### src/sv/mtg_pkg.sv
package mtg_pkg;

	localparam int unsigned STATE_WORDS   = 624;
	localparam int unsigned MIDDLE_OFFSET = 397;
	localparam int unsigned IDX_W         = 10;

	localparam logic [31:0] TWIST_MATRIX = 32'h9908_b0df;
	localparam logic [31:0] HIGH_BIT     = 32'h8000_0000;
	localparam logic [31:0] LOW_BITS     = 32'h7fff_ffff;
	localparam logic [31:0] TEMPER_B     = 32'h9d2c_5680;
	localparam logic [31:0] TEMPER_C     = 32'hefc6_0000;
	localparam logic [31:0] LINEAR_MULT  = 32'd1812433253;
	localparam logic [31:0] MIX1_MULT    = 32'd1664525;
	localparam logic [31:0] MIX2_MULT    = 32'd1566083941;
	localparam logic [31:0] DEFAULT_SEED = 32'd19650218;

	localparam logic [1:0] REQ_SEED   = 2'd0;
	localparam logic [1:0] REQ_GEN    = 2'd1;
	localparam logic [1:0] REQ_KEY    = 2'd2;
	localparam logic [1:0] REQ_UNUSED = 2'd3;

	typedef enum logic [4:0] {
		DP_NOP,
		DP_SEED_LOAD,
		DP_LIN_MUL,
		DP_LIN_WR,
		DP_MIX1_INIT,
		DP_MIX2_INIT,
		DP_MIX_RD,
		DP_MIX_WR,
		DP_SET_TOP,
		DP_KEY_WR,
		DP_TW_INIT,
		DP_TW_CUR,
		DP_TW_RN,
		DP_TW_RF,
		DP_TW_WR,
		DP_GEN_OUT
	} dp_op_t;

	typedef struct packed {
		dp_op_t op;
		logic   use_default;
		logic   pass2;
	} dp_cmd_t;

	typedef struct packed {
		logic lin_last;
		logic mix_last;
		logic tw_last;
		logic need_twist;
		logic out_free;
	} dp_stat_t;

	function automatic logic [31:0] temper(input logic [31:0] w);
		logic [31:0] y;
		y = w ^ (w >> 11);
		y = y ^ ((y << 7) & TEMPER_B);
		y = y ^ ((y << 15) & TEMPER_C);
		y = y ^ (y >> 18);
		return y;
	endfunction

	function automatic logic [31:0] fold30(input logic [31:0] w);
		return w ^ (w >> 30);
	endfunction

endpackage

### src/sv/mtg_ctrl.sv
module mtg_ctrl (
	input  logic              clk,
	input  logic              arst_n,
	input  logic              in_valid,
	input  logic [1:0]        in_req,
	input  logic              in_last,
	output logic              in_ready,
	input  mtg_pkg::dp_stat_t stat,
	output mtg_pkg::dp_cmd_t  cmd
);

	typedef enum logic [4:0] {
		S_IDLE, S_SEED, S_LMUL, S_LWR, S_M1I, S_M2I, S_MRD, S_MWR, S_TOP,
		S_KEY, S_TWI, S_TWC, S_TRN, S_TRF, S_TWR, S_GRD, S_GOUT
	} state_t;

	state_t state_q;
	logic   use_def_q, mix_q, pass2_q, last_q;

	assign in_ready = (state_q == S_IDLE);

	always_comb begin
		cmd.use_default = use_def_q;
		cmd.pass2       = pass2_q;
		unique case (state_q)
			S_SEED: cmd.op = mtg_pkg::DP_SEED_LOAD;
			S_LMUL: cmd.op = mtg_pkg::DP_LIN_MUL;
			S_LWR:  cmd.op = mtg_pkg::DP_LIN_WR;
			S_M1I:  cmd.op = mtg_pkg::DP_MIX1_INIT;
			S_M2I:  cmd.op = mtg_pkg::DP_MIX2_INIT;
			S_MRD:  cmd.op = mtg_pkg::DP_MIX_RD;
			S_MWR:  cmd.op = mtg_pkg::DP_MIX_WR;
			S_TOP:  cmd.op = mtg_pkg::DP_SET_TOP;
			S_KEY:  cmd.op = mtg_pkg::DP_KEY_WR;
			S_TWI:  cmd.op = mtg_pkg::DP_TW_INIT;
			S_TWC:  cmd.op = mtg_pkg::DP_TW_CUR;
			S_TRN:  cmd.op = mtg_pkg::DP_TW_RN;
			S_TRF:  cmd.op = mtg_pkg::DP_TW_RF;
			S_TWR:  cmd.op = mtg_pkg::DP_TW_WR;
			S_GOUT: cmd.op = stat.out_free ? mtg_pkg::DP_GEN_OUT : mtg_pkg::DP_NOP;
			default: cmd.op = mtg_pkg::DP_NOP;
		endcase
	end

	always_ff @(posedge clk or negedge arst_n) begin
		if (!arst_n) begin
			state_q   <= S_SEED;
			use_def_q <= 1'b1;
			mix_q     <= 1'b0;
			pass2_q   <= 1'b0;
			last_q    <= 1'b0;
		end else begin
			unique case (state_q)
				S_IDLE: if (in_valid) begin
					unique case (in_req)
						mtg_pkg::REQ_SEED: begin
							state_q   <= S_SEED;
							use_def_q <= 1'b0;
							mix_q     <= 1'b0;
						end
						mtg_pkg::REQ_GEN: state_q <= stat.need_twist ? S_TWI : S_GRD;
						mtg_pkg::REQ_KEY: begin
							state_q <= S_KEY;
							last_q  <= in_last;
						end
						default: ;
					endcase
				end
				S_SEED: state_q <= S_LMUL;
				S_LMUL: state_q <= S_LWR;
				S_LWR: if (stat.lin_last) state_q <= mix_q ? S_M1I : S_IDLE;
					else state_q <= S_LMUL;
				S_M1I: begin
					pass2_q <= 1'b0;
					state_q <= S_MRD;
				end
				S_M2I: begin
					pass2_q <= 1'b1;
					state_q <= S_MRD;
				end
				S_MRD: state_q <= S_MWR;
				S_MWR: if (stat.mix_last) state_q <= pass2_q ? S_TOP : S_M2I;
					else state_q <= S_MRD;
				S_TOP: state_q <= S_IDLE;
				S_KEY: if (last_q) begin
					state_q   <= S_SEED;
					use_def_q <= 1'b1;
					mix_q     <= 1'b1;
				end else state_q <= S_IDLE;
				S_TWI: state_q <= S_TWC;
				S_TWC: state_q <= S_TRN;
				S_TRN: state_q <= S_TRF;
				S_TRF: state_q <= S_TWR;
				S_TWR: state_q <= stat.tw_last ? S_GRD : S_TRN;
				S_GRD: state_q <= S_GOUT;
				S_GOUT: if (stat.out_free) state_q <= S_IDLE;
				default: state_q <= S_IDLE;
			endcase
		end
	end

endmodule

### config.mk
export PLATFORM = sky130hd
export DESIGN_NAME = mtg_ctrl
export DESIGN_NICKNAME = d
export VERILOG_FILES = /design/src/sv/mtg_pkg.sv /design/src/sv/mtg_ctrl.sv
export SDC_FILE = /design/constraint.sdc
export NUM_CORES = 1
export LEC_CHECK = 0
export ABC_CLOCK_PERIOD_IN_PS = 2400
export BUFFER_PORTS_ARGS = -buffer_cell sky130_fd_sc_hd__buf_2
export CORE_MARGIN = 1.5
export CORE_UTILIZATION = 55
export DETAILED_ROUTE_END_ITERATION = 8
export GPL_TIMING_DRIVEN = 0
export PLACE_DENSITY = 0.85
export SLEW_MARGIN = 20
export SYNTH_ARGS = -nofsm -noshare
export SYNTH_HDL_FRONTEND = slang
export SYNTH_SLANG_ARGS = --single-unit
### constraint.sdc
create_clock -name clk -period 2.4 [get_ports clk]
set_input_delay 0.48 -clock clk [delete_from_list [all_inputs] [get_ports clk]]
set_output_delay 0.48 -clock clk [all_outputs]
set_load 0.01 [all_outputs]
==> results of run 1 <==
[worst reg2reg max path, stage by stage, from the launching register on]
cell and delay [ps]:
dfstp_2 560, buf_2 210, nand2_1 120, nor3_1 300
nand3b_1 120, a31oi_1 220
[cell type report]
type                    count  area (um^2)  share of cell area [%]
plain buffers               9         50.0                    5.64
flip-flops and latches      9          228                    25.7
clock buffers               4         26.3                    2.96
multi-input cells          69          453                    51.1
inverters                   7         26.3                    2.96
repair buffers             17         85.1                    9.59
well taps                  15         18.8                    2.12
[through the flow]
step	power, mW	worst slack (ps)	instances	hold slack [ps]	area, um^2
global placement	0.839	448	126	331	861
finish	0.966	129	130	57.9	887
global route	1.04	49.6	130	67.2	887
CTS	0.969	132	130	52.9	887
detailed placement	0.854	420	126	332	861
floorplan	0.687	629	94	184	757
[Yosys cell counts, types with 2 or more instances]
library cell / instances / area (um^2)
nand2b_1: 2 / 12.5
inv_1: 6 / 22.5
nor3_1: 5 / 25.0
a21o_1: 3 / 22.5
nor2_1: 7 / 26.3
dfrtp_1: 7 / 175
ha_1: 3 / 37.5
nand3_1: 4 / 20.0
a31oi_1: 2 / 12.5
o21ai_1: 2 / 10.0
a21oi_1: 6 / 30.0
nor4_1: 2 / 12.5
and2_1: 3 / 18.8
buf_2: 4 / 20.0
nand2_1: 6 / 22.5
dfstp_2: 2 / 52.6
buf_4: 3 / 22.5
[layer usage]
layer | track usage (%) | vias up | routed length, um
met5 | 0 | - | 0
met4 | 13.8 | 0 | 38
met3 | 0.556 | 4 | 120
met2 | 37.5 | 37 | 756
met1 | 30.2 | 367 | 736
li1 | - | 379 | -
[path summary, 6_finish.rpt]
path                              end  slack (ps)
max                            cmd[4]         130
min reg2reg                     mix_q         480
min                           pass2_q          60
max reg2reg                state_q[0]         770
max in group asynchronous   use_def_q        2100
min in group clk               last_q         460
[flip-flops by register name, summed over array words and instances (netlist names)]
register	count
last_q	1
mix_q	1
pass2_q	1
state_q	5
use_def_q	1
[power breakdown]
group	internal [mW]	switching [mW]	leakage (nW)	total (mW)
combinational	0.260	0.340	0.311	0.600
clock	0.0636	0.0460	0.0150	0.110
sequential	0.215	0.0417	0.113	0.256
[kinds of logic after synthesis]
logic type	after synthesis	synth area share (%)
and+or+nand+nor	35	25.0
AOI/OAI and AO/OA	28	26.4
buffers and inverters	16	10.1
DFF	9	30.1
adders and majority gates	3	4.96
muxes	2	2.97
other	1	0.495
==> impl_metrics.env, run 1 <==
export IMPL_outcome="finished clean"
export IMPL_fillers=110
export IMPL_path_delay_family="simple AND/OR/NAND/NOR gates"
export IMPL_cts_sinks=9
export IMPL_ir_drop_v=0.000663
export IMPL_wire_per_inst_um=12.7
export IMPL_syn_inst=94
export IMPL_rr_worst_depth=5
export IMPL_synthesis_nets=108
export IMPL_yosysSeqAreaShare_pct=30.1
export IMPL_ys_ff_latch=9
export IMPL_grt_pass1_vias=598
export IMPL_hold_buffers=0
export IMPL_layout_common_cells="buf_2 (21), nor2_1 (7), dfrtp_1 (7)"
export IMPL_post_synth_num_cell_types=44
export IMPL_end_kind="output pin"
export IMPL_drc=0
export IMPL_min_path_type="input port to async pin"
export IMPL_setup_violations=0
export IMPL_io_pins=19
export IMPL_path_depth=5
export IMPL_synth_avg_cell_area_um2=8.05
export IMPL_r2r_start="state_q[0]"
export IMPL_path_buf_inv=1
export IMPL_cp_max_fo=8
export IMPL_period_needed_ps=2270
export IMPL_worst_pin_slew_ps=535
export IMPL_yosysWarnings=0
export IMPL_layout_commonest_cell="buf_2"
export IMPL_timing_critical_path_slowest_cell_delay_ps=470
export IMPL_slew_violations=0
export IMPL_routed_wl_um=1650
export IMPL_maxSlewHeadroom_pct=64.0
export IMPL_timing_fmax_mhz=440
export IMPL_numCtsBuffers=3
export IMPL_vias_per_cell=6.05
export IMPL_cap_violations=0
export IMPL_drtIter0Drc=23
export IMPL_cts_htree_levels=1
export IMPL_clockRootBuffer="clkbuf_4"
export IMPL_die_x_um=40.1
export IMPL_nets=130
export IMPL_critPathSlowestCell="dfrtp_1"
export IMPL_fin_crit_sh_pct=94.6
export IMPL_clk_pin_slew_ps=50
export IMPL_final_util_pct=69.0
export IMPL_insertion_delay_ps=250
export IMPL_drive_above_1_share_pct=29.6
export IMPL_grt_max_degree=11
export IMPL_synth_edf_count=0
export IMPL_syn_cell_area_um2=757
export IMPL_cts_setup_buffers=0
export IMPL_power_leakage_nw=0.438
export IMPL_criticalPathCategory="flop to output pin"
export IMPL_cp_cell_sequence="or3b_4 -> nor3b_2 -> a21oi_1 -> o22ai_2 -> buf_2"
export IMPL_cts_buffer_depth=2
export IMPL_antenna_found_initial=0
export IMPL_rows=13
export IMPL_vias=787
export IMPL_ant_nets=0
export IMPL_start_util_pct=58.9
export IMPL_gp_congestion=0.895
export IMPL_cp_data_required_time_ps=1920
export IMPL_crit_arrival_ps=1790
export IMPL_core_area_um2=1280
export IMPL_die_h_um=40.1
export IMPL_power_density_nw_per_um2=1090
export IMPL_cts_tree="built"
export IMPL_hold_viol_final=0
export IMPL_start_kind="flop"
export IMPL_final_setup_tns_ps=0
export IMPL_num_antenna_cells=0
export IMPL_skew_ps=2.37
export IMPL_grt_pass1_wl_um=2460
export IMPL_grtUsageTotal_pct=23.0
export IMPL_die_area_um2=1610
export IMPL_synth_flop_cell="dfrtp_1"
export IMPL_place_hpwl_um=1330
export IMPL_ctsResizeCount=0
export IMPL_critPathLaunch="state_q[4]"
export IMPL_io_buffers=17
export IMPL_rsz0062_at_grt="false"
export IMPL_dr_pass1_iters=4
export IMPL_area_growth_pct=17.2
export IMPL_synthArstFlopShare_pct=100
export IMPL_overflow=0
(Power assumes the default switching activity.)
==> run 2: changes to the inputs <==
- BUFFER_PORTS_ARGS: -buffer_cell sky130_fd_sc_hd__buf_2 -> -buffer_cell sky130_fd_sc_hd__clkbuf_2
- CORE_MARGIN: 1.5 -> 1
- CTS_BUF_LIST: not set -> sky130_fd_sc_hd__clkbuf_8 sky130_fd_sc_hd__clkbuf_16
==> impl_metrics.env, run 2 (synthesis results as in run 1) <==
export IMPL_fin_area_um2=906
export IMPL_hold_buffers=0
export IMPL_antenna_found_initial=0
export IMPL_hold_viol_final=0
export IMPL_p_sw_uw=442
export IMPL_critPathSlowestCell="dfrtp_1"
export IMPL_die_x_um=39.1
export IMPL_regArea_um2=228
export IMPL_worst_pin_slew_ps=572
export IMPL_power_density_nw_per_um2=1130
export IMPL_cts_sinks=9
export IMPL_dr_pass1_iters=4
export IMPL_rows=13
export IMPL_die_h_um=39.1
export IMPL_end_kind="output pin"
export IMPL_grt_busiest_layer="met2"
export IMPL_drc=0
export IMPL_cp_cell_sequence="or3b_4 -> nor3b_2 -> a21oi_1 -> o22ai_2 -> clkbuf_2"
export IMPL_swShare_pct=43.0
export IMPL_num_antenna_cells=0
export IMPL_placed_area_um2=861
export IMPL_numCtsBuffers=3
export IMPL_multi_input_area_um2=453
export IMPL_slew_violations=0
export IMPL_grt_max_degree=11
export IMPL_cap_violations=0
export IMPL_timing_critical_path_slowest_cell_delay_ps=460
export IMPL_clk_pin_slew_ps=40
export IMPL_area_growth_pct=19.7
export IMPL_r2r_setup_slack_ps=730
export IMPL_power_leakage_nw=0.451
export IMPL_final_setup_tns_ps=0
export IMPL_skew_ps=0.820
export IMPL_setup_violations=0
export IMPL_vias=777
export IMPL_pwr_share_comb_pct=58.6
export IMPL_insertion_delay_ps=230
export IMPL_grtUsageTotal_pct=26.0
export IMPL_rsz0062_at_grt="false"
export IMPL_clockRootBuffer="clkbuf_8"
export IMPL_p_int_uw=585
export IMPL_nets=130
export IMPL_start_kind="flop"
export IMPL_routed_wl_um=1690
export IMPL_fillers=107
export IMPL_timing_fmax_mhz=451
export IMPL_wire_per_inst_um=13.0
export IMPL_whs_ps=93.5
export IMPL_ir_drop_v=0.000649
export IMPL_drive_above_1_share_pct=29.6
export IMPL_grt_util_met3_pct=3.47
export IMPL_criticalPathCategory="flop to output pin"
export IMPL_vias_per_cell=5.98
export IMPL_io_pins=19
export IMPL_place_hpwl_um=1320
export IMPL_largest_reg_flops=5
export IMPL_cp_max_fo=8
export IMPL_maxSlewHeadroom_pct=61.5
export IMPL_met2_usage_pct=41.7
export IMPL_min_path_type="input port to async pin"
export IMPL_cts_tree="built"
export IMPL_crit_arrival_ps=1740
export IMPL_layout_commonest_cell="clkbuf_2"
export IMPL_regMostFlops="state_q"
export IMPL_fin_crit_sh_pct=92.5
export IMPL_final_util_pct=70.5
export IMPL_grtUsageMet1_pct=34.2
export IMPL_cts_htree_levels=1
export IMPL_core_area_um2=1280
export IMPL_cp_data_required_time_ps=1920
export IMPL_ctsResizeCount=0
export IMPL_seq_power_share_pct=25.4
export IMPL_drtIter0Drc=48
export IMPL_io_buffers=17
export IMPL_start_util_pct=58.9
export IMPL_clkPwrFrac_pct=16.0
export IMPL_grt_pass1_vias=672
export IMPL_layout_common_cells="clkbuf_2 (17), inv_1 (7), nor2_1 (7), dfrtp_1 (7)"
export IMPL_overflow=0
export IMPL_die_area_um2=1530
export IMPL_cts_buffer_depth=2
export IMPL_cts_setup_buffers=0
export IMPL_grt_pass1_wl_um=2680
export IMPL_gp_congestion=0.903
export IMPL_period_needed_ps=2220
export IMPL_ant_nets=0
export IMPL_outcome="finished clean"
## run 2: layout make-up
type,instances,area share (%)
Tap cell,15,2.07
Clock buffer,3,4.56
Timing Repair Buffer,17,9.39
Buffer,9,5.52
Inverter,7,2.90
Clock inverter,1,0.414
Sequential cell,9,25.1
Multi-Input combinational cell,69,50.0
## run 2: worst paths after layout
check	start	end	cells after the start
max	state_q[4]	cmd[4]	5
min	arst_n	state_q[4]	1
max reg2reg	state_q[0]	state_q[0]	5
min reg2reg	mix_q	mix_q	1
max in group asynchronous	arst_n	use_def_q	1
min in group clk	in_last	last_q	2
## run 2: per-stage QoR
step                      power [mW]  setup WS [ps]  cells
after detailed placement       0.849            429    126
after global placement         0.839            448    126
after floorplan                0.687            629     94
after CTS                       1.02            172    130
final                           1.03            180    130
after global routing            1.11           61.1    130
## run 2: metal layers
| metal | up-vias | part of all wire [%] |
|---|---|---|
| met3 | 5 | 9.2 |
| li1 | 372 | - |
| met1 | 351 | 41 |
| met4 | 0 | 2.1 |
| met5 | - | 0 |
| met2 | 49 | 47 |
## run 2: critical path, delay by kind of cell (launching register included)
kind	cells	cell delay [ps]
flip-flops	1	460
AO/OA/AOI/OAI	2	220
AND/OR/NAND/NOR	2	690
buffers and inverters	1	150
## run 2: power groups by stage
stage | sequential (mW) | combinational (mW) | clock, mW
after global placement | 0.255 | 0.584 | 0
after global routing | 0.265 | 0.666 | 0.176
final | 0.261 | 0.602 | 0.165
after CTS | 0.258 | 0.593 | 0.171
after detailed placement | 0.258 | 0.592 | 0
after floorplan | 0.244 | 0.443 | 0
